[src/sv/image_gradient_filter_macros.svh]
// Assertion macros for the image gradient filter.
// Used by image_gradient_filter.sv; expects clk and rst_n in scope.
`ifndef IMAGE_GRADIENT_FILTER_MACROS_SVH
`define IMAGE_GRADIENT_FILTER_MACROS_SVH
`ifndef SYNTHESIS
`define IGF_ASSERT_NOW(label, ante, cons) \
  label: assert property (@(posedge clk) disable iff (!rst_n) (ante) |-> (cons)) \
    else $error("igf: same-cycle check failed");
`define IGF_ASSERT_NEXT(label, ante, cons) \
  label: assert property (@(posedge clk) disable iff (!rst_n) (ante) |=> (cons)) \
    else $error("igf: next-cycle check failed");
`else
`define IGF_ASSERT_NOW(label, ante, cons)
`define IGF_ASSERT_NEXT(label, ante, cons)
`endif
`endif

[src/sv/igf_pkg.sv]
// Shared constants, codes and types of the image gradient filter.
// No dependencies.
package igf_pkg;

  localparam int MAX_WIDTH  = 1024;
  localparam int MAX_HEIGHT = 4096;
  localparam int PIXEL_BITS = 8;
  localparam int GRAD_BITS  = PIXEL_BITS + 3;
  localparam int SUM_BITS   = GRAD_BITS - 1;

  localparam int COL_W      = $clog2(MAX_WIDTH);
  localparam int WID_W      = 11;
  localparam int HGT_W      = 13;
  localparam int ROW_W      = $clog2(MAX_HEIGHT) + 1;
  localparam int POS_W      = $clog2(MAX_WIDTH) + $clog2(MAX_HEIGHT) + 1;
  localparam int OPOS_W     = POS_W - 1;
  localparam int CFG_IDX_W  = 2;
  localparam int CFG_DATA_W = 13;

  typedef enum logic [CFG_IDX_W-1:0] {
    REG_MODE   = 2'd0,
    REG_WIDTH  = 2'd1,
    REG_HEIGHT = 2'd2
  } cfg_reg_t;

  localparam logic ACT_PIXEL  = 1'b0;
  localparam logic ACT_FLUSH  = 1'b1;
  localparam logic MODE_DIFF  = 1'b0;
  localparam logic MODE_SOBEL = 1'b1;

  typedef logic [PIXEL_BITS-1:0]    pix_t;
  typedef logic signed [GRAD_BITS-1:0] grad_t;

  // One item between the input stage and the window stage
  typedef struct packed {
    logic [COL_W-1:0] col;
    pix_t             pix;
    logic [2:0]       row_ok;    // rows above, center, current inside the frame
    logic             first_col;
    logic             emit;
    logic             last;
  } s1_t;

endpackage

[src/sv/igf_pix_if.sv]
// Input channel of the image gradient filter: valid/ready plus pixel item.
// Depends on igf_pkg.
interface igf_pix_if;
  import igf_pkg::*;

  logic valid;
  logic ready;
  logic action;
  pix_t pixel;

  modport source (output valid, action, pixel, input ready);
  modport sink   (input valid, action, pixel, output ready);
endinterface

[src/sv/igf_ctrl.sv]
// Input stage: config registers, frame position counters, item decode.
// Depends on igf_pkg and igf_pix_if.
module igf_ctrl (
  input  logic                        clk,
  input  logic                        rst_n,
  igf_pix_if.sink                     in_pix,
  input  logic                        cfg_we,
  input  logic [igf_pkg::CFG_IDX_W-1:0]  cfg_index,
  input  logic [igf_pkg::CFG_DATA_W-1:0] cfg_data,
  input  logic                        s1_adv,
  output logic                        s1_valid,
  output igf_pkg::s1_t                s1_q,
  output logic                        load,
  output logic [igf_pkg::COL_W-1:0]   rd_col,
  output logic                        mode
);
  import igf_pkg::*;

  logic              mode_r;
  logic [WID_W-1:0]  w_r;
  logic [HGT_W-1:0]  h_r;
  logic              hold_r;
  logic [POS_W-1:0]  total_r, total_nxt;
  logic [POS_W-1:0]  pos_r, pos_nxt;
  logic [OPOS_W-1:0] opos_r, opos_nxt;
  logic [COL_W-1:0]  col_r, col_nxt;
  logic [ROW_W-1:0]  row_r, row_nxt;
  logic              s1_valid_r;
  s1_t               s1_q_r, s1_nxt;

  logic              accept, drain, process_item, wrap, emit, last;
  logic [ROW_W:0]    row_x, h_x;
  logic [WID_W-1:0]  w_in;
  logic [HGT_W-1:0]  h_in;

  // saturated geometry from the write data
  always_comb begin
    w_in = cfg_data[WID_W-1:0];
    h_in = cfg_data[HGT_W-1:0];
    if (w_in == '0) w_in = WID_W'(1);
    else if (w_in > WID_W'(MAX_WIDTH)) w_in = WID_W'(MAX_WIDTH);
    if (h_in == '0) h_in = HGT_W'(1);
    else if (h_in > HGT_W'(MAX_HEIGHT)) h_in = HGT_W'(MAX_HEIGHT);
  end

  always_ff @(posedge clk) begin
    if (!rst_n) begin
      mode_r <= MODE_SOBEL;
      w_r    <= WID_W'(640);
      h_r    <= HGT_W'(480);
      hold_r <= 1'b1;
    end else begin
      hold_r <= cfg_we;
      if (cfg_we) begin
        unique case (cfg_index)
          REG_MODE:   mode_r <= cfg_data[0];
          REG_WIDTH:  w_r    <= w_in;
          REG_HEIGHT: h_r    <= h_in;
          default: ;
        endcase
      end
    end
  end

  always_comb begin
    in_pix.ready = s1_adv && !hold_r;
    accept       = in_pix.valid && in_pix.ready;
    drain        = pos_r >= total_r;
    process_item = !(in_pix.action == ACT_FLUSH && !drain);
    load         = accept && process_item;
    wrap         = ({1'b0, col_r} + WID_W'(1)) >= w_r;
    emit         = pos_r >= (POS_W'(w_r) + POS_W'(1));
    last         = ({1'b0, opos_r} + POS_W'(1)) >= total_r;
    row_x        = {1'b0, row_r};
    h_x          = (ROW_W + 1)'(h_r);

    s1_nxt.col       = col_r;
    s1_nxt.pix       = drain ? '0 : in_pix.pixel;
    s1_nxt.row_ok[0] = (row_x >= (ROW_W + 1)'(2)) && (row_x < h_x + (ROW_W + 1)'(2));
    s1_nxt.row_ok[1] = (row_x >= (ROW_W + 1)'(1)) && (row_x < h_x + (ROW_W + 1)'(1));
    s1_nxt.row_ok[2] = row_x < h_x;
    s1_nxt.first_col = col_r == '0;
    s1_nxt.emit      = emit;
    s1_nxt.last      = last;

    total_nxt = total_r;
    pos_nxt   = pos_r;
    opos_nxt  = opos_r;
    col_nxt   = col_r;
    row_nxt   = row_r;
    // in the cycle after a config write: rebuild frame size and linear position
    if (hold_r) begin
      total_nxt = POS_W'(w_r) * POS_W'(h_r);
      pos_nxt   = POS_W'(row_r) * POS_W'(w_r) + POS_W'(col_r);
    end
    if (load) begin
      if (wrap) begin
        col_nxt = '0;
        if (row_r != '1) row_nxt = row_r + ROW_W'(1);
        pos_nxt = pos_r - POS_W'(col_r) + POS_W'(w_r);
      end else begin
        col_nxt = col_r + COL_W'(1);
        pos_nxt = pos_r + POS_W'(1);
      end
      if (emit) begin
        if (last) begin
          col_nxt  = '0;
          row_nxt  = '0;
          pos_nxt  = '0;
          opos_nxt = '0;
        end else begin
          opos_nxt = opos_r + OPOS_W'(1);
        end
      end
    end
  end

  always_ff @(posedge clk) begin
    if (!rst_n) begin
      pos_r      <= '0;
      opos_r     <= '0;
      col_r      <= '0;
      row_r      <= '0;
      s1_valid_r <= 1'b0;
    end else begin
      pos_r  <= pos_nxt;
      opos_r <= opos_nxt;
      col_r  <= col_nxt;
      row_r  <= row_nxt;
      if (s1_adv) s1_valid_r <= load;
    end
  end

  always_ff @(posedge clk) begin
    total_r <= total_nxt;
    if (s1_adv) s1_q_r <= s1_nxt;
  end

  assign s1_valid = s1_valid_r;
  assign s1_q     = s1_q_r;
  assign rd_col   = col_r;
  assign mode     = mode_r;

endmodule

[src/flat_wrapper.sv]
// flat-port wrapper written by rule: the top's interface ports become plain ports
module igf_ctrl_flat import igf_pkg::*;
  (clk, rst_n, cfg_we, cfg_index, cfg_data, s1_adv, s1_valid, s1_q, load, rd_col, mode, in_pix_valid, in_pix_action, in_pix_pixel, in_pix_ready);
  igf_pix_if in_pix_i ();
  input  logic clk;
  input  logic rst_n;
  input  logic cfg_we;
  input  logic [igf_pkg::CFG_IDX_W-1:0] cfg_index;
  input  logic [igf_pkg::CFG_DATA_W-1:0] cfg_data;
  input  logic s1_adv;
  output logic s1_valid;
  output igf_pkg::s1_t s1_q;
  output logic load;
  output logic [igf_pkg::COL_W-1:0] rd_col;
  output logic mode;
  input wire logic [$bits(in_pix_i.valid)-1:0] in_pix_valid;
  input wire logic [$bits(in_pix_i.action)-1:0] in_pix_action;
  input wire logic [$bits(in_pix_i.pixel)-1:0] in_pix_pixel;
  output wire logic [$bits(in_pix_i.ready)-1:0] in_pix_ready;
  assign in_pix_i.valid = in_pix_valid;
  assign in_pix_i.action = in_pix_action;
  assign in_pix_i.pixel = in_pix_pixel;
  assign in_pix_ready = in_pix_i.ready;
  igf_ctrl u_core (.clk(clk), .rst_n(rst_n), .in_pix(in_pix_i), .cfg_we(cfg_we), .cfg_index(cfg_index), .cfg_data(cfg_data), .s1_adv(s1_adv), .s1_valid(s1_valid), .s1_q(s1_q), .load(load), .rd_col(rd_col), .mode(mode));
endmodule
[config.mk]
export PLATFORM = sky130hd
export DESIGN_NAME = igf_ctrl_flat
export DESIGN_NICKNAME = d
export VERILOG_FILES = /design/src/sv/image_gradient_filter_macros.svh /design/src/sv/igf_pkg.sv /design/src/sv/igf_pix_if.sv /design/src/sv/igf_ctrl.sv /design/src/flat_wrapper.sv
export SDC_FILE = /design/constraint.sdc
export NUM_CORES = 1
export LEC_CHECK = 0
export ABC_AREA = 0
export BUFFER_PORTS_ARGS = -buffer_cell sky130_fd_sc_hd__buf_2
export CORE_ASPECT_RATIO = 0.6
export CORE_MARGIN = 4
export CORE_UTILIZATION = 60
export DETAILED_ROUTE_END_ITERATION = 6
export GPL_ROUTABILITY_DRIVEN = 0
export GPL_TIMING_DRIVEN = 0
export HOLD_SLACK_MARGIN = 0.03
export PLACE_DENSITY = 0.74
export REMOVE_ABC_BUFFERS = 1
export SLEW_MARGIN = 20
export SYNTH_ARGS = -nofsm -noshare
export SYNTH_HDL_FRONTEND = slang
export SYNTH_SLANG_ARGS = --single-unit
[constraint.sdc]
create_clock -name clk -period 10.46 [get_ports clk]
set_input_delay 0.523 -clock clk [delete_from_list [all_inputs] [get_ports clk]]
set_output_delay 0.523 -clock clk [all_outputs]
set_load 0.05 [all_outputs]
==> impl_metrics.csv <==
group,metric,value,unit
run_status,outcome,"finished clean",
sta,rsz0062_at_grt,"false",
pwr,seq_power_share,0.391,
clock_network,numCtsBuffers,17,
sta,worstMarginPinSlew,1.167,ns
grt,grt_max_degree,38,
clock_network,clk_path_buf_depth,2,
die,die_x,246.8,um
placed_design,place_ws,2.771,ns
clock_network,cts_num_sinks,142,
clock_network,clkTransAtPathRegs,0.07,ns
grt,antenna_found_initial,0,
pwr,pwr-share-comb,0.253,
sta,slew_violations,0,
sta,finalCritPeriodShare,0.7423,
grt,grt_pass1_wl,94.55,mm
die,start_util,0.6090,
sta,hold_viol,0,
sta,hold_slack,0.2827,ns
yosys,synthArstFlopShare,0,
die,die_area,0.03733,mm2
die,row_count,52,
critical_path,r2r_slack,2.70,ns
sta,setup-tns-final,0,ns
yosys,synth_area,0.02053,mm2
die,boundaryPins,67,
yosys,synth_seq_cells,142,
worst_hold_path,hold_class,"in2reg",
cells_and_area,post-route-util,0.6404,
pwr,power.total,1.634,mW
drt,wl_per_cell,20.22,um
pwr,ir_worst_vdd,0.0001261,V
yosys,synth_enable_flop_cells,47,
critical_path,cp_max_fo,22,
drt,drc_errors,0,
clock_network,holdBufCountCts,0,
run,drv_cap,0,
placed_design,place_inst,2871,
sta,setup_viol,0,
placed_design,hpwlAfterDp,44.65,mm
worst_hold_path,min_from,"cfg_we",
critical_path,required,10.69,ns
drt,drt_iter0_drc,1657,
pwr,leakage,10.30,nW
grt,overflow,0,
critical_path,r2r_start,"u_core.w_r[9]$_SDFFE_PN1P_",
yosys,synth.yosys.seq_area_share,0.1614,
cells_and_area,area_growth,5.157,%
worst_hold_path,whs_path_depth,2,
pwr,p_per_area,75.69,mW/mm2
pwr,swShare,0.3535,
drt,dr.pass1.iters,6,
drt,num_vias,17510,
pwr,internal_power,1.056,mW
drt,wl,58.70,mm
yosys,synth_ff_type,"dfxtp_1",
pwr,power.share.clock,0.356,
placed_design,place_area,0.02106,mm2
critical_path,cp.arrival,7.99,ns
critical_path,timing.rr.end,"u_core.total_r[22]$_DFFE_PP_",
pwr,switchingPower,577.5,uW
sta,setup_ws,2.695,ns
grt,grt_usage,0.3268,
cells_and_area,stdcell_count,2903,
die,dieHeight,151.3,um
critical_path,worstRegToRegCells,19,
drt,route.antenna.remaining_nets,0,
clock_network,cts-root-buf,"clkbuf_16",
clock_network,post-cts-setup-buffers,0,
yosys,synthDistinctLibCells,78,
sta,skew,0.01194,ns
critical_path,critPathCaptureType,"flip-flop",
placed_design,port_buffers,66,
cells_and_area,final_area,0.02158,mm2
clock_network,cts_tree,"built",
clock_network,clk_latency,0.47,ns
cells_and_area,antenna_cells,0,
yosys,yosys_warnings,0,
sta,fmax,128.8,MHz
critical_path,start_kind,"flip-flop",
clock_network,cts-resized-gates,0,
sta,maxSlewHeadroom,0.2210,
cells_and_area,drive_above_1_share,0.05728,
yosys,postSynthAreaPerCell,8.381,um2
drt,viasPerCell,6.032,
clock_network,htreeDepth,4,
cells_and_area,nets,2956,
critical_path,critical_path_class,"reg2reg",
worst_hold_path,min_to,"u_core.hold_r$_SDFF_PN1_",
grt,grt_pass1_vias,17770,
yosys,synthCells,2449,
sta,period_needed,7.765,ns
die,core_area,0.03370,mm2
## how the worst max path moves through the flow
stage	start	endpoint	slack (ns)
finish	u_core.w_r[9]$_SDFFE_PN1P_	u_core.total_r[22]$_DFFE_PP_	2.70
global route	u_core.w_r[9]$_SDFFE_PN1P_	u_core.total_r[22]$_DFFE_PP_	2.36
CTS	u_core.w_r[9]$_SDFFE_PN1P_	u_core.total_r[22]$_DFFE_PP_	2.71
detailed placement	u_core.w_r[9]$_SDFFE_PN1P_	u_core.total_r[22]$_DFFE_PP_	2.77
global placement	u_core.w_r[9]$_SDFFE_PN1P_	u_core.total_r[22]$_DFFE_PP_	2.93
floorplan	u_core.w_r[9]$_SDFFE_PN1P_	u_core.total_r[22]$_DFFE_PP_	4.86
## cell families (layout without fill, tap and decap cells)
family	after synthesis	in the layout	synth area share
AND/OR/NAND/NOR	781	781	0.1781
buffers and inverters	513	508	0.09692
adder cells (fa/ha/maj)	496	496	0.3806
AO/OA/AOI/OAI	372	372	0.1205
flip-flops	142	142	0.1614
XOR/XNOR	137	137	0.05846
multiplexers	8	8	0.004023
## power groups by stage
| stage | Sequential [mW] | Combinational [mW] | Clock, mW |
|---|---|---|---|
| after floorplan | 0.651 | 0.270 | 0 |
| after global placement | 0.650 | 0.388 | 0 |
| after detailed placement | 0.649 | 0.406 | 0 |
| after CTS | 0.637 | 0.409 | 0.583 |
| after global routing | 0.640 | 0.464 | 0.602 |
| final | 0.639 | 0.414 | 0.581 |
## cells in the final DEF, fill, tap and decap left out, types with 60 or more instances in the layout
| master | count |
|---|---|
| buf_2 | 66 |
| nand2_1 | 257 |
| a21oi_1 | 120 |
| ha_1 | 282 |
| xnor2_1 | 110 |
| nor2_1 | 220 |
| inv_1 | 393 |
| and2_1 | 60 |
| fa_1 | 214 |
| dfxtp_1 | 88 |
## final cells by class
type	instances	area, um2
Multi-Input combinational cell	1794	15240
Fill cell	2950	12120
Sequential cell	142	3322
Inverter	407	1530
Tap cell	459	574.3
Clock buffer	17	425.4
Timing Repair Buffer	69	397.9
Clock inverter	15	96.34
## synthesized netlist by cell type (5+ instances only)
cell type	count	area, um2
clkbuf_1	82	307.8
and4_1	9	78.83
a221o_1	5	50.05
nor2_1	220	825.8
clkinv_1	11	41.29
nor4_1	13	81.33
nand3_1	55	275.3
nand4_1	30	187.7
and3_1	24	150.1
ha_1	282	3528
nand3b_1	12	90.09
o21bai_1	9	67.56
o211a_1	6	60.06
a21o_1	26	195.2
and2_1	60	375.4
a21oi_1	120	600.6
mux2i_1	6	60.06
a211oi_1	20	150.1
buf_2	8	40.04
o221a_2	10	112.6
nor3b_1	18	135.1
inv_1	393	1475
a31oi_1	25	156.4
or3_1	7	43.79
o211ai_1	10	75.07
o21ai_0	55	275.3
nor2b_1	13	81.33
o22ai_1	6	37.54
o21a_1	19	142.6
edfxtp_1	47	1411
xnor2_1	110	963.4
fa_1	214	4284
a22oi_1	12	90.09
xor2_1	27	236.5
nor3_1	35	175.2
nand2_1	257	964.7
nand2b_1	17	106.4
dfxtp_1	95	1902
buf_4	12	90.09
## routing by layer
metal,GRT usage,vias to the layer above,share of wire
met4,0.1006,0,0.027
met1,0.4570,8493,0.44
met3,0.09147,123,0.11
met2,0.4958,908,0.42
met5,0,-,0
li1,-,7986,-
## critical path, stage by stage, from the launching register on
cell and delay, ns:
dfxtp_1 0.99, clkinv_1 0.93, nor2_1 0.36, fa_1 0.53, fa_1 0.57, fa_1 0.55, fa_1 0.56, inv_1 0.06
fa_1 0.53, inv_1 0.04, ha_1 0.34, a21o_1 0.18, a21oi_1 0.24, nor2b_1 0.09, a31oi_1 0.22, o211ai_1 0.17
a31oi_1 0.36, nor2_1 0.17, o2111a_1 0.26, a211oi_1 0.36
## state kept, by name, summed over array words and instances, names as in the netlist
name and count:
u_core.total_r 23, u_core.opos_r 22, u_core.w_r 11, u_core.row_r 13, u_core.h_r 13, u_core.hold_r 1, u_core.pos_r 23, u_core.rd_col 10
u_core.s1_valid 1, u_core.s1_q 24, u_core.mode 1
(Power assumes the default switching activity.)
