[config.mk]
export PLATFORM = sky130hd
export DESIGN_NAME = igf_calc_flat
export DESIGN_NICKNAME = d
export VERILOG_FILES = /design/src/sv/image_gradient_filter_macros.svh /design/src/sv/igf_pkg.sv /design/src/sv/igf_grad_if.sv /design/src/sv/igf_calc.sv /design/src/flat_wrapper.sv
export SDC_FILE = /design/constraint.sdc
export NUM_CORES = 1
export LEC_CHECK = 0
export BUFFER_PORTS_ARGS = -buffer_cell sky130_fd_sc_hd__buf_2
export CAP_MARGIN = 25
export CORE_ASPECT_RATIO = 2
export CORE_MARGIN = 2
export CORE_UTILIZATION = 46
export CTS_CLUSTER_DIAMETER = 120
export DETAILED_ROUTE_END_ITERATION = 10
export PLACE_DENSITY = 0.63
export SLEW_MARGIN = 20
export SYNTH_ARGS = -nofsm -noshare
export SYNTH_HDL_FRONTEND = slang
export SYNTH_SLANG_ARGS = --single-unit
export TNS_END_PERCENT = 10
[constraint.sdc]
create_clock -name clk -period 7.4 [get_ports clk]
set_input_delay 0.74 -clock clk [delete_from_list [all_inputs] [get_ports clk]]
set_output_delay 0.74 -clock clk [all_outputs]
set_load 0.005 [all_outputs]
[src/sv/image_gradient_filter_macros.svh]
// Assertion macros for the image gradient filter.
// Used by image_gradient_filter.sv; expects clk and rst_n in scope.
`ifndef IMAGE_GRADIENT_FILTER_MACROS_SVH
`define IMAGE_GRADIENT_FILTER_MACROS_SVH
`ifndef SYNTHESIS
`define IGF_ASSERT_NOW(label, ante, cons) \
  label: assert property (@(posedge clk) disable iff (!rst_n) (ante) |-> (cons)) \
    else $error("igf: same-cycle check failed");
`define IGF_ASSERT_NEXT(label, ante, cons) \
  label: assert property (@(posedge clk) disable iff (!rst_n) (ante) |=> (cons)) \
    else $error("igf: next-cycle check failed");
`else
`define IGF_ASSERT_NOW(label, ante, cons)
`define IGF_ASSERT_NEXT(label, ante, cons)
`endif
`endif

[src/sv/igf_pkg.sv]
// Shared constants, codes and types of the image gradient filter.
// No dependencies.
package igf_pkg;

  localparam int MAX_WIDTH  = 1024;
  localparam int MAX_HEIGHT = 4096;
  localparam int PIXEL_BITS = 8;
  localparam int GRAD_BITS  = PIXEL_BITS + 3;
  localparam int SUM_BITS   = GRAD_BITS - 1;

  localparam int COL_W      = $clog2(MAX_WIDTH);
  localparam int WID_W      = 11;
  localparam int HGT_W      = 13;
  localparam int ROW_W      = $clog2(MAX_HEIGHT) + 1;
  localparam int POS_W      = $clog2(MAX_WIDTH) + $clog2(MAX_HEIGHT) + 1;
  localparam int OPOS_W     = POS_W - 1;
  localparam int CFG_IDX_W  = 2;
  localparam int CFG_DATA_W = 13;

  typedef enum logic [CFG_IDX_W-1:0] {
    REG_MODE   = 2'd0,
    REG_WIDTH  = 2'd1,
    REG_HEIGHT = 2'd2
  } cfg_reg_t;

  localparam logic ACT_PIXEL  = 1'b0;
  localparam logic ACT_FLUSH  = 1'b1;
  localparam logic MODE_DIFF  = 1'b0;
  localparam logic MODE_SOBEL = 1'b1;

  typedef logic [PIXEL_BITS-1:0]    pix_t;
  typedef logic signed [GRAD_BITS-1:0] grad_t;

  // One item between the input stage and the window stage
  typedef struct packed {
    logic [COL_W-1:0] col;
    pix_t             pix;
    logic [2:0]       row_ok;    // rows above, center, current inside the frame
    logic             first_col;
    logic             emit;
    logic             last;
  } s1_t;

endpackage

[src/sv/igf_grad_if.sv]
// Result channel of the image gradient filter: valid/ready plus gradients.
// Depends on igf_pkg.
interface igf_grad_if;
  import igf_pkg::*;

  logic  valid;
  logic  ready;
  grad_t grad_x;
  grad_t grad_y;
  logic  frame_end;

  modport source (output valid, grad_x, grad_y, frame_end, input ready);
  modport sink   (input valid, grad_x, grad_y, frame_end, output ready);
endinterface

[src/sv/igf_calc.sv]
// Window stage: 3x3 window shift, Sobel / difference kernels, result register.
// Depends on igf_pkg and igf_grad_if.
module igf_calc (
  input  logic          clk,
  input  logic          rst_n,
  input  logic          mode,
  input  logic          s1_valid,
  input  igf_pkg::s1_t  s1_q,
  input  igf_pkg::pix_t above,
  input  igf_pkg::pix_t center,
  output logic          s1_adv,
  igf_grad_if.source    out_grad
);
  import igf_pkg::*;

  pix_t  win_r [3][2];   // [row][0] left column, [row][1] middle column
  pix_t  col_v [3];
  pix_t  o_l [3], o_m [3], o_r [3];
  logic  step;
  logic  out_valid_r;
  grad_t gx_r, gy_r;
  logic  fe_r;
  logic  [SUM_BITS-1:0] px_s, px_n, py_s, py_n;
  grad_t gx, gy;

  function automatic logic [SUM_BITS-1:0] wsum(pix_t x0, pix_t x1, pix_t x2);
    wsum = SUM_BITS'(x0) + SUM_BITS'({x1, 1'b0}) + SUM_BITS'(x2);
  endfunction

  function automatic logic [SUM_BITS-1:0] dsum(pix_t x0, pix_t x1);
    dsum = {(SUM_BITS-1)'(x0) + (SUM_BITS-1)'(x1), 1'b0};
  endfunction

  assign s1_adv = !s1_valid || !s1_q.emit || !out_valid_r || out_grad.ready;
  assign step   = s1_valid && s1_adv;

  always_comb begin
    col_v[0] = s1_q.row_ok[0] ? above  : '0;
    col_v[1] = s1_q.row_ok[1] ? center : '0;
    col_v[2] = s1_q.row_ok[2] ? s1_q.pix : '0;
    for (int i = 0; i < 3; i++) begin
      o_l[i] = win_r[i][0];
      o_m[i] = win_r[i][1];
      o_r[i] = s1_q.first_col ? '0 : col_v[i];
    end
    case (mode)
      MODE_SOBEL: begin
        px_s = wsum(o_r[0], o_r[1], o_r[2]);
        px_n = wsum(o_l[0], o_l[1], o_l[2]);
        py_s = wsum(o_l[2], o_m[2], o_r[2]);
        py_n = wsum(o_l[0], o_m[0], o_r[0]);
      end
      default: begin
        px_s = dsum(o_r[1], o_r[2]);
        px_n = dsum(o_m[1], o_m[2]);
        py_s = dsum(o_m[2], o_r[2]);
        py_n = dsum(o_m[1], o_r[1]);
      end
    endcase
    gx = grad_t'({1'b0, px_s}) - grad_t'({1'b0, px_n});
    gy = grad_t'({1'b0, py_s}) - grad_t'({1'b0, py_n});
  end

  always_ff @(posedge clk) begin
    if (!rst_n) begin
      for (int i = 0; i < 3; i++) begin
        win_r[i][0] <= '0;
        win_r[i][1] <= '0;
      end
    end else if (step) begin
      for (int i = 0; i < 3; i++) begin
        win_r[i][0] <= s1_q.first_col ? '0 : o_m[i];
        win_r[i][1] <= col_v[i];
      end
    end
  end

  always_ff @(posedge clk) begin
    if (!rst_n) begin
      out_valid_r <= 1'b0;
    end else if (step && s1_q.emit) begin
      out_valid_r <= 1'b1;
    end else if (out_grad.ready) begin
      out_valid_r <= 1'b0;
    end
  end

  always_ff @(posedge clk) begin
    if (step && s1_q.emit) begin
      gx_r <= gx;
      gy_r <= gy;
      fe_r <= s1_q.last;
    end
  end

  assign out_grad.valid     = out_valid_r;
  assign out_grad.grad_x    = gx_r;
  assign out_grad.grad_y    = gy_r;
  assign out_grad.frame_end = fe_r;

endmodule

[src/flat_wrapper.sv]
// flat-port wrapper written by rule: the top's interface ports become plain ports
module igf_calc_flat import igf_pkg::*;
  (clk, rst_n, mode, s1_valid, s1_q, above, center, s1_adv, out_grad_valid, out_grad_grad_x, out_grad_grad_y, out_grad_frame_end, out_grad_ready);
  igf_grad_if out_grad_i ();
  input  logic clk;
  input  logic rst_n;
  input  logic mode;
  input  logic s1_valid;
  input  igf_pkg::s1_t s1_q;
  input  igf_pkg::pix_t above;
  input  igf_pkg::pix_t center;
  output logic s1_adv;
  output wire logic [$bits(out_grad_i.valid)-1:0] out_grad_valid;
  output wire logic [$bits(out_grad_i.grad_x)-1:0] out_grad_grad_x;
  output wire logic [$bits(out_grad_i.grad_y)-1:0] out_grad_grad_y;
  output wire logic [$bits(out_grad_i.frame_end)-1:0] out_grad_frame_end;
  input wire logic [$bits(out_grad_i.ready)-1:0] out_grad_ready;
  assign out_grad_valid = out_grad_i.valid;
  assign out_grad_grad_x = out_grad_i.grad_x;
  assign out_grad_grad_y = out_grad_i.grad_y;
  assign out_grad_frame_end = out_grad_i.frame_end;
  assign out_grad_i.ready = out_grad_ready;
  igf_calc u_core (.clk(clk), .rst_n(rst_n), .mode(mode), .s1_valid(s1_valid), .s1_q(s1_q), .above(above), .center(center), .s1_adv(s1_adv), .out_grad(out_grad_i));
endmodule
==> flow_summary.json, run 1 <==
{
  "status": "complete, no violations",
  "yosysWarnings": 0,
  "worstReg2RegEnd": "u_core.out_grad.grad_y[9]$_DFFE_PP_",
  "antenna_found_initial": 0,
  "endpoint": "u_core.out_grad.grad_y[9]$_DFFE_PP_",
  "pre_cts_ws_ns": 1.83,
  "grt.overflow.total": 0,
  "cts-root-buf": "clkbuf_16",
  "yosysSeqAreaShare_pct": 30.2,
  "slew_violations": 0,
  "die_h_um": 180,
  "r2r_start": "u_core.win_r[0][33]$_SDFFCE_PN0P_",
  "crit_type": "in2reg",
  "power_density_nw_per_um2": 200,
  "cts_setup_buffers": 0,
  "crit_path_start_kind": "primary input",
  "cts_max_level": 3,
  "numPortBuffers": 59,
  "synth_cell_type_count": 63,
  "synth_edf_count": 71,
  "cts.sinks": 72,
  "fin_util_pct": 52.3,
  "critical_path.max_fanout": 26,
  "timing.final.crit_share_pct": 70.8,
  "setup-violations-final": 0,
  "dieArea_um2": 16600,
  "grt_max_degree": 47,
  "antenna_cells": 0,
  "synthCells": 745,
  "cts_tree": "yes",
  "arrival_ns": 5.33,
  "grt_pass1_vias": 5981,
  "postRouteAntennaNets": 0,
  "holdWs_ns": 0.572,
  "cts_resized": 0,
  "synth_fp_nets": 904,
  "vias_per_cell": 5.68,
  "worst-r2r-cell-count": 16,
  "hold_class": "in2reg",
  "finalPower_mw": 1.59,
  "routed_wl_mm": 18.5,
  "cts_made_buffers": 9,
  "place.detailed.hpwl_mm": 15.1,
  "drive_gt1_share_pct": 11.9,
  "drc_errors": 0,
  "drt_iter0_drc": 263,
  "clk_path_buf_depth": 2,
  "wire_per_inst_um": 18.6,
  "fin_tns_setup_ns": 0,
  "start_util_pct": 46.8,
  "slew-limit-headroom_pct": 40.7,
  "fp-row-count": 64,
  "hold_viol_final": 0,
  "rsz0062_at_grt": "no",
  "boundaryPins": 70,
  "clk_pin_slew_ns": 0.06,
  "clk_latency_ns": 0.35,
  "async_flop_share_pct": 0,
  "worstPathRequired_ns": 7.49,
  "startpoint": "s1_q[2]",
  "peakVddDrop_v": 0.000105,
  "syn2layout_area_growth_pct": 11.7,
  "syn_area_per_cell_um2": 9.56,
  "clock.fmax_ghz": 0.191,
  "coreArea_um2": 15200,
  "dr.pass1.iters": 5,
  "crit_path_end_kind": "register",
  "leakagePower_nw": 3.62,
  "via_count": 5667,
  "worst_pin_slew_ns": 0.887,
  "maxCapViolations": 0,
  "hold_buffers": 0,
  "synth_seq_cells": 72,
  "synthesis.area_um2": 7120,
  "fin_ws_ns": 2.16,
  "grt_pass1_wl_mm": 30.0,
  "finalCriticalPeriod_ns": 5.24,
  "ff2ff_setup_slack_ns": 3.11,
  "skew_ns": 0.0100,
  "grt.total_usage_pct": 23.5,
  "die_x_um": 92.0,
  "nNetsFinal": 953,
  "ys.flop_type": "edfxtp_1",
  "gp_congestion": 0.863
}
routing by layer:
layer / part of all wire [%] / wire, um / vias to the layer above / GRT usage, %
met4: 4.6 / 851 / 0 / 13.0
met5: 0 / 0 / - / 0
li1: - / - / 2768 / -
met3: 3.0 / 558 / 50 / 2.60
met2: 55 / 10200 / 156 / 44.0
met1: 37 / 6930 / 2693 / 25.1
worst min path at each step:
stage / endpoint / from / cells after the start / slack, ns
after CTS: u_core.out_grad.frame_end$_DFFE_PP_ / s1_q[0] / 1 / 0.56
after floorplan: u_core.win_r[0][15]$_SDFFCE_PP0P_ / u_core.win_r[0][7]$_SDFFCE_PN0P_ / 1 / 0.53
after global routing: u_core.out_grad.frame_end$_DFFE_PP_ / s1_q[0] / 1 / 0.57
final: u_core.out_grad.frame_end$_DFFE_PP_ / s1_q[0] / 1 / 0.57
after detailed placement: u_core.win_r[0][15]$_SDFFCE_PP0P_ / u_core.win_r[0][7]$_SDFFCE_PN0P_ / 1 / 0.57
after global placement: u_core.win_r[0][15]$_SDFFCE_PP0P_ / u_core.win_r[0][7]$_SDFFCE_PN0P_ / 1 / 0.55
cell usage in the layout, fill, tap and decap left out, types with 4 or more instances in the layout:
master and count:
nand3_1 7, buf_2 59, buf_4 4, clkbuf_16 9, xor2_1 19, inv_1 40
and3_1 16, or3_1 5, o21a_1 6, and2_1 36, a31o_2 4, a21o_1 18
xnor2_1 53, o21ai_0 31, o21bai_1 10, ha_1 88, o21ai_1 7, o211ai_1 5
fa_1 26, nand2_1 62, mux2i_1 11, a21boi_0 4, a21oi_1 44, a31oi_1 10
nor2_1 53, nand2b_1 5, edfxtp_1 71, nor2b_1 17, o22ai_1 4, nor3_1 16
cell usage after synthesis, types with 2 or more instances:
cell,number,share of area [%]
mux2_2,3,0.47
o2111ai_1,3,0.37
nand3_1,7,0.49
o211ai_1,5,0.53
o31ai_1,3,0.32
o21a_1,6,0.63
a31oi_1,10,0.88
o21ai_1,7,0.49
buf_2,5,0.35
and3b_1,2,0.25
o21ai_0,31,2.2
or3_1,5,0.44
o41ai_1,2,0.25
nand3b_1,3,0.32
nor2_1,54,2.8
nand2b_1,5,0.44
mux2i_1,11,1.5
o21bai_1,10,1.1
nor3_1,16,1.1
a21oi_1,44,3.1
o22ai_1,4,0.35
inv_1,40,2.1
a31o_2,4,0.49
ha_1,88,15
o311ai_0,2,0.25
clkbuf_1,17,0.90
a22o_1,2,0.25
edfxtp_1,71,30
a32oi_1,2,0.25
fa_1,26,7.3
nand2_1,63,3.3
buf_1,3,0.16
a21o_1,18,1.9
xor2_1,19,2.3
o221ai_1,2,0.25
nor2b_1,17,1.5
nor4_1,3,0.26
and3_1,16,1.4
a21boi_0,4,0.42
and2_1,36,3.2
xnor2_1,53,6.5
nor3b_1,2,0.21
flip-flops by register name, indices dropped and copies added (netlist names):
register / flops
u_core.win_r: 48
u_core.out_grad.grad_x: 11
u_core.out_grad.grad_y: 11
u_core.out_grad.frame_end: 1
u_core.out_grad.valid: 1
final cells by class:
type	instances	area, um^2
well taps	198	248
inverters	40	150
clock inverters	7	119
flip-flops and latches	72	2150
repair buffers	64	345
fillers	1435	7260
multi-input cells	607	4710
clock buffers	9	225
kinds of logic after synthesis:
family / synth area share, %
flip-flops: 30.2
XOR/XNOR: 8.86
AND/OR/NAND/NOR: 16.9
buffers and inverters: 3.67
multiplexers: 2.02
AO/OA/AOI/OAI: 15.5
adder cells (fa/ha/maj): 22.8
stage by stage:
stage / cells / instance area (um^2)
after CTS: 997 / 7950
after detailed placement: 981 / 7610
after global routing: 997 / 7950
final: 997 / 7950
after global placement: 980 / 7590
after floorplan: 745 / 7120
power by group:
group | switching [mW] | total (mW) | leakage [nW] | internal (mW)
logic | 0.300 | 0.535 | 2.70 | 0.235
registers | 0.0252 | 0.536 | 0.753 | 0.510
clock network | 0.186 | 0.516 | 0.162 | 0.330
worst max-delay path: stages:
cell and delay (ns):
buf_2 0.26, nor2b_1 0.76, nand2_1 0.23, xnor2_1 0.21, ha_1 0.26, ha_1 0.24
fa_1 0.42, a21o_1 0.20, a21oi_1 0.22, xnor2_1 0.14, nand2_1 0.06, o21ai_0 0.15
ha_1 0.32, or3_1 0.35, o21ai_0 0.08, a21oi_1 0.10, and4_1 0.24, or3_1 0.36
No activity file was read; power rests on OpenSTA's default activity.
==> run 2, diff against run 1 <==
- clock period: 7.4 -> 4.9 ns (I/O delays scaled with it)
==> run 2 against run 1 <==
Compared with the run above:
- utilization is 0.44 points higher
- clock skew is 0.0014 ns lower
- setup slack worse by 1.7 ns
- register-to-register slack worse by 2.3 ns
- die area stayed put
- critical path depth is 1 higher
- clock-buffer cell count is 1 higher
- via count is 2.3% higher
- routed wire length is 3.4% higher
- cell area is 0.85% higher
- critical path type unchanged
==> flow_summary.json, run 2 (synthesis gave the netlist of run 1 again) <==
{
  "status": "complete, no violations",
  "pre_cts_ws_ns": 0.106,
  "cts_setup_buffers": 0,
  "coreArea_um2": 15200,
  "arrival_ns": 4.56,
  "layout_commonest_cell": "ha_1",
  "clk_latency_ns": 0.35,
  "grt.overflow.total": 0,
  "holdWs_ns": 0.320,
  "cts_made_buffers": 9,
  "pwr-share-comb_pct": 36.4,
  "maxCapViolations": 0,
  "fp-row-count": 64,
  "numPortBuffers": 59,
  "slew_violations": 0,
  "mostFrequentLayoutCells": "ha_1, edfxtp_1, nand2_1",
  "cts_resized": 0,
  "hold_class": "in2reg",
  "slew-limit-headroom_pct": 62.4,
  "crit_path_start_kind": "primary input",
  "crit_path_end_kind": "register",
  "critical_path.max_fanout": 6,
  "peakVddDrop_v": 0.000188,
  "wire_per_inst_um": 18.9,
  "switchingPower_mw": 0.773,
  "hold_viol_final": 0,
  "grt_max_degree": 50,
  "skew_ns": 0.00863,
  "fin_tns_setup_ns": 0,
  "timing.final.crit_share_pct": 91.2,
  "place.detailed.hpwl_mm": 15.7,
  "fillers": 1443,
  "grt_pass1_wl_mm": 30.6,
  "worstPathRequired_ns": 4.99,
  "via_count": 5796,
  "hold_buffers": 0,
  "setup-violations-final": 0,
  "antenna_found_initial": 0,
  "leakagePower_nw": 3.67,
  "clk_path_buf_depth": 2,
  "fin_ws_ns": 0.432,
  "dieArea_um2": 16600,
  "nNetsFinal": 970,
  "rsz0062_at_grt": "no",
  "drive_gt1_share_pct": 13.7,
  "power_density_nw_per_um2": 283,
  "largest_register_ffs": 48,
  "gp_congestion": 0.915,
  "worst_pin_slew_ns": 0.563,
  "dr.pass1.iters": 4,
  "routed_wl_mm": 19.2,
  "die_x_um": 92.0,
  "boundaryPins": 70,
  "antenna_cells": 0,
  "clock.fmax_ghz": 0.224,
  "cts.sinks": 72,
  "syn2layout_area_growth_pct": 12.6,
  "worst_path_largest_cell_delay_ns": 0.44,
  "crit_type": "in2reg",
  "drt_iter0_drc": 198,
  "start_util_pct": 46.8,
  "seqPwrFrac_pct": 35.5,
  "postRouteAntennaNets": 0,
  "crit_slowest_cell": "nor2b_1",
  "cts_max_level": 3,
  "clk_pin_slew_ns": 0.06,
  "grt.total_usage_pct": 24.0,
  "seq_area_um2": 2150,
  "cts_tree": "yes",
  "vias_per_cell": 5.72,
  "finalCriticalPeriod_ns": 4.47,
  "p_int_mw": 1.50,
  "p_clk_share_pct": 28.0,
  "die_h_um": 180,
  "regMostFlops": "u_core.win_r",
  "cts-root-buf": "clkbuf_16",
  "p_sw_share_pct": 34.1,
  "multi_input_area_um2": 4710,
  "path_cells": "buf_2 -> nor2b_1 -> nand2_1 -> xnor2_1 -> ha_1 -> ha_1 -> fa_1 -> a21o_1 -> a21oi_1 -> o21ai_0 -> a21oi_1 -> o21ai_0 -> o31ai_1 -> ha_1 -> inv_1 -> nor4_1 -> a21oi_1 -> o311ai_0 -> or3_1",
  "grt_pass1_vias": 6159,
  "ff2ff_setup_slack_ns": 0.86,
  "drc_errors": 0
}
[run 2: changes by cell type in the layout (fill, tap and decap cells not counted), sizes merged]
cell,change
clkbuf,+1
buf,+17
bufinv,-3
clkinvlp,+1
clkinv,+2
inv,-1
[run 2: per-layer routing]
layer / track usage [%] / share of wire (%)
met4: 13.7 / 5.5
met2: 44.7 / 55
met1: 25.3 / 36
met5: 0 / 0
met3: 2.89 / 3.6
[run 2: power groups by stage]
stage	logic (mW)	clock network, mW	registers, mW
6_report	0.827	0.637	0.806
5_1_grt	0.921	0.661	0.813
4_1_cts	0.825	0.640	0.807
3_5_place_dp	0.818	0	0.820
3_3_place_gp	0.796	0	0.818
2_1_floorplan	0.588	0	0.815
[run 2: worst paths after layout]
kind / cells after the start / startpoint / to
max: 19 / s1_q[3] / u_core.out_grad.grad_y[9]$_DFFE_PP_
min: 1 / s1_q[0] / u_core.out_grad.frame_end$_DFFE_PP_
max reg2reg: 16 / u_core.win_r[0][41]$_SDFFCE_PP0P_ / u_core.out_grad.grad_x[9]$_DFFE_PP_
min reg2reg: 1 / u_core.win_r[0][4]$_SDFFCE_PN0P_ / u_core.win_r[0][12]$_SDFFCE_PP0P_
[run 2: per-stage QoR]
stage | utilization [%] | cell area, um^2 | power [mW] | instances
after floorplan | - | 7120 | 1.40 | 745
after global placement | 50.7 | 7710 | 1.61 | 997
after detailed placement | 50.8 | 7730 | 1.64 | 998
after CTS | 52.7 | 8020 | 2.27 | 1014
after global routing | 52.7 | 8020 | 2.40 | 1014
final | 52.7 | 8020 | 2.27 | 1014
[run 2: final cells by class]
class / instances / share of cell area [%]
multi-input cells: 607 / 58.8
flip-flops and latches: 72 / 26.8
repair buffers: 81 / 5.90
well taps: 198 / 3.09
clock buffers: 10 / 2.98
inverters: 40 / 1.87
clock inverters: 6 / 0.562
[run 2: worst max-delay path, delay by kind of cell]
family	cells	cell delay (ns)
simple gates	4	1.03
buf+inv	2	0.29
fa+ha+maj	4	1.28
compound gates	8	1.33
xor+xnor	1	0.16
==> run 3, diff against run 2 <==
- ABC_AREA: not set -> 1
==> run 3 against run 2 <==
Compared with the run above:
- combinational power fell by 4.0%
- flip-flop and latch count stayed put
- utilization is 0.17 points lower
- critical endpoint is now u_core.out_grad.grad_x[9]$_DFFE_PP_
- largest cell class unchanged
- register-to-register slack improved by 0.16 ns
- highest routed layer unchanged
- clock skew up 0.00091 ns
- non-clock buffer count shrank 10
- critical path type unchanged
- final cell count grew 17%
- clock-buffer cell count is 1 lower
- area after synthesis rose by 1.5%
==> flow_summary.json, run 3 <==
{
  "fin_tns_setup_ns": 0,
  "yosysWarnings": 0,
  "clock.fmax_ghz": 0.242,
  "worst-r2r-cell-count": 18,
  "cts_resized": 0,
  "crit_type": "in2reg",
  "synth_seq_cells": 72,
  "synth_top_family_by_area": "simple AND/OR/NAND/NOR gates",
  "hold_depth": 1,
  "r2r_start": "u_core.win_r[0][41]$_SDFFCE_PP0P_",
  "hold_viol_final": 0,
  "antenna_found_initial": 0,
  "drc_errors": 0,
  "synthCells": 914,
  "syn_area_per_cell_um2": 7.91,
  "cts_made_buffers": 9,
  "clk_pin_slew_ns": 0.06,
  "synth_top_cell_by_area": "edfxtp_1",
  "grt_pass1_wl_mm": 31.7,
  "cts-root-buf": "clkbuf_16",
  "maxCapViolations": 0,
  "die_h_um": 181,
  "routed_wl_mm": 20.1,
  "grt.overflow.total": 0,
  "power_density_nw_per_um2": 279,
  "gp_congestion": 0.886,
  "postRouteAntennaNets": 0,
  "synth_fp_nets": 1073,
  "finalCriticalPeriod_ns": 4.13,
  "clk_path_buf_depth": 2,
  "wire_per_inst_um": 17.0,
  "synth.most_common_cell": "nand2_1",
  "drt_iter0_drc": 282,
  "drive_gt1_share_pct": 10.4,
  "arrival_ns": 4.21,
  "regMostFlops": "u_core.win_r",
  "hp-start": "s1_q[0]",
  "yosysSeqAreaShare_pct": 29.8,
  "nNetsFinal": 1138,
  "synth_cell_type_count": 40,
  "synth_top_area_share_pct": 29.5,
  "grt_pass1_vias": 6438,
  "status": "complete, no violations",
  "cts_max_level": 3,
  "synth_simple_gate_area_share_pct": 22.8,
  "peakVddDrop_v": 0.000184,
  "mostFrequentLayoutCells": "nand2_1, inv_1, ha_1",
  "vias_per_cell": 5.36,
  "hold_buffers": 0,
  "timing.final.crit_share_pct": 84.3,
  "finalPower_mw": 2.26,
  "hold_class": "in2reg",
  "synth_compound_area_share_pct": 12.3,
  "numPortBuffers": 59,
  "synthesis.area_um2": 7230,
  "synth_fa_ha_area_share_pct": 22.4,
  "boundaryPins": 70,
  "slew_violations": 0,
  "rsz0062_at_grt": "no",
  "cts_setup_buffers": 0,
  "skew_ns": 0.00955,
  "crit_path_start_kind": "primary input",
  "worst_pin_slew_ns": 0.944,
  "largest_register_ffs": 48,
  "layout_commonest_cell": "nand2_1",
  "ff2ff_setup_slack_ns": 1.02,
  "synthMuxAreaShare_pct": 0.138,
  "grt_max_degree": 49,
  "synth_edf_count": 71,
  "leakagePower_nw": 4.14,
  "setup-violations-final": 0,
  "cts_tree": "yes",
  "ys_top_cells_by_area": "edfxtp_1, ha_1, nand2_1, fa_1, inv_1",
  "dr.pass1.iters": 5,
  "min_to": "u_core.out_grad.frame_end$_DFFE_PP_",
  "grt.total_usage_pct": 25.0,
  "async_flop_share_pct": 0,
  "crit_path_end_kind": "register",
  "clk_latency_ns": 0.35,
  "worstPathRequired_ns": 4.98,
  "antenna_cells": 0,
  "synthXorXnorAreaFrac_pct": 4.00,
  "dieArea_um2": 16800,
  "coreArea_um2": 15400,
  "worstReg2RegEnd": "u_core.out_grad.grad_x[10]$_DFFE_PP_",
  "critical_path.max_fanout": 18,
  "cts.sinks": 72,
  "start_util_pct": 47.0,
  "syn2layout_area_growth_pct": 11.7,
  "via_count": 6339,
  "slew-limit-headroom_pct": 37.0,
  "place.detailed.hpwl_mm": 16.1,
  "fp-row-count": 64,
  "die_x_um": 92.6,
  "yosys-top-cells-count": "nand2_1, inv_1, ha_1, nor2_1, edfxtp_1",
  "ys.flop_type": "edfxtp_1"
}
==> run 3: changes by cell type after synthesis, moves of 21 or more <==
cell and change:
nor2_1 +34, xnor2_1 -43, and2_1 -32, nand2_1 +118, nand3_1 +50, a21oi_1 +21, inv_1 +97
==> run 3: kinds of logic (layout without fill, tap and decap cells) <==
group,Yosys count,after routing
AOI/OAI and AO/OA,155,155
xor gates and xnor gates,33,33
adders and majority gates,114,114
buffers and inverters,156,226
DFF,72,72
muxes,1,1
and+or+nand+nor,383,383
==> run 3: through the flow <==
| step | instance area [um^2] | hold slack, ns | std cells | util, % | setup slack, ns |
|---|---|---|---|---|---|
| 6_report | 8080 | 0.320 | 1182 | 52.5 | 0.767 |
| 3_5_place_dp | 7770 | 0.575 | 1165 | 50.6 | 0.474 |
| 3_3_place_gp | 7760 | 0.569 | 1164 | 50.5 | 0.501 |
| 5_1_grt | 8080 | 0.313 | 1182 | 52.5 | 0.394 |
| 4_1_cts | 8060 | 0.311 | 1181 | 52.4 | 0.817 |
| 2_1_floorplan | 7230 | 0.552 | 914 | - | 1.03 |
==> run 3: worst max path at each step <==
stage	from	endpoint	slack (ns)	cells past startpoint
6_report	s1_q[2]	u_core.out_grad.grad_x[9]$_DFFE_PP_	0.77	22
5_1_grt	s1_q[2]	u_core.out_grad.grad_y[10]$_DFFE_PP_	0.39	22
4_1_cts	s1_q[2]	u_core.out_grad.grad_y[9]$_DFFE_PP_	0.82	21
3_5_place_dp	s1_q[2]	u_core.out_grad.grad_y[9]$_DFFE_PP_	0.47	21
3_3_place_gp	s1_q[2]	u_core.out_grad.grad_x[9]$_DFFE_PP_	0.50	23
2_1_floorplan	s1_q[2]	u_core.out_grad.grad_x[10]$_DFFE_PP_	1.03	16
==> run 3: final cells by class <==
class | count | area (um^2)
clock inverter | 7 | 62.6
multi-input combinational | 686 | 4470
tap | 198 | 248
clock buffer | 9 | 225
sequential | 72 | 2150
timing repair buffer | 71 | 397
inverter | 139 | 527
fill | 1540 | 7300
==> run 3: critical path, stage by stage <==
cell       delay [ns]
buf_2            0.26
inv_6            0.23
nand3_2          0.22
o21ai_0          0.23
inv_1            0.07
ha_1             0.30
inv_1            0.06
fa_1             0.40
inv_1            0.10
nand3_1          0.07
nand2_1          0.16
nand2_1          0.11
nand2_1          0.08
a21oi_1          0.06
and2_1           0.14
o21ai_1          0.26
ha_1             0.33
nand2_1          0.12
nor2_1           0.07
nand3_1          0.09
o2111ai_1        0.18
xor2_1           0.19
==> run 3: routing by layer <==
layer,global-route usage [%],routed length [um],up-vias
li1,-,-,3204
met3,3.21,699,51
met4,11.8,939,0
met1,24.2,7060,2919
met5,0,0,-
met2,49.9,11400,165
==> run 3: report_power, final <==
| part | switching [mW] | internal, mW |
|---|---|---|
| registers | 0.0306 | 0.765 |
| clock network | 0.277 | 0.390 |
| logic | 0.485 | 0.310 |
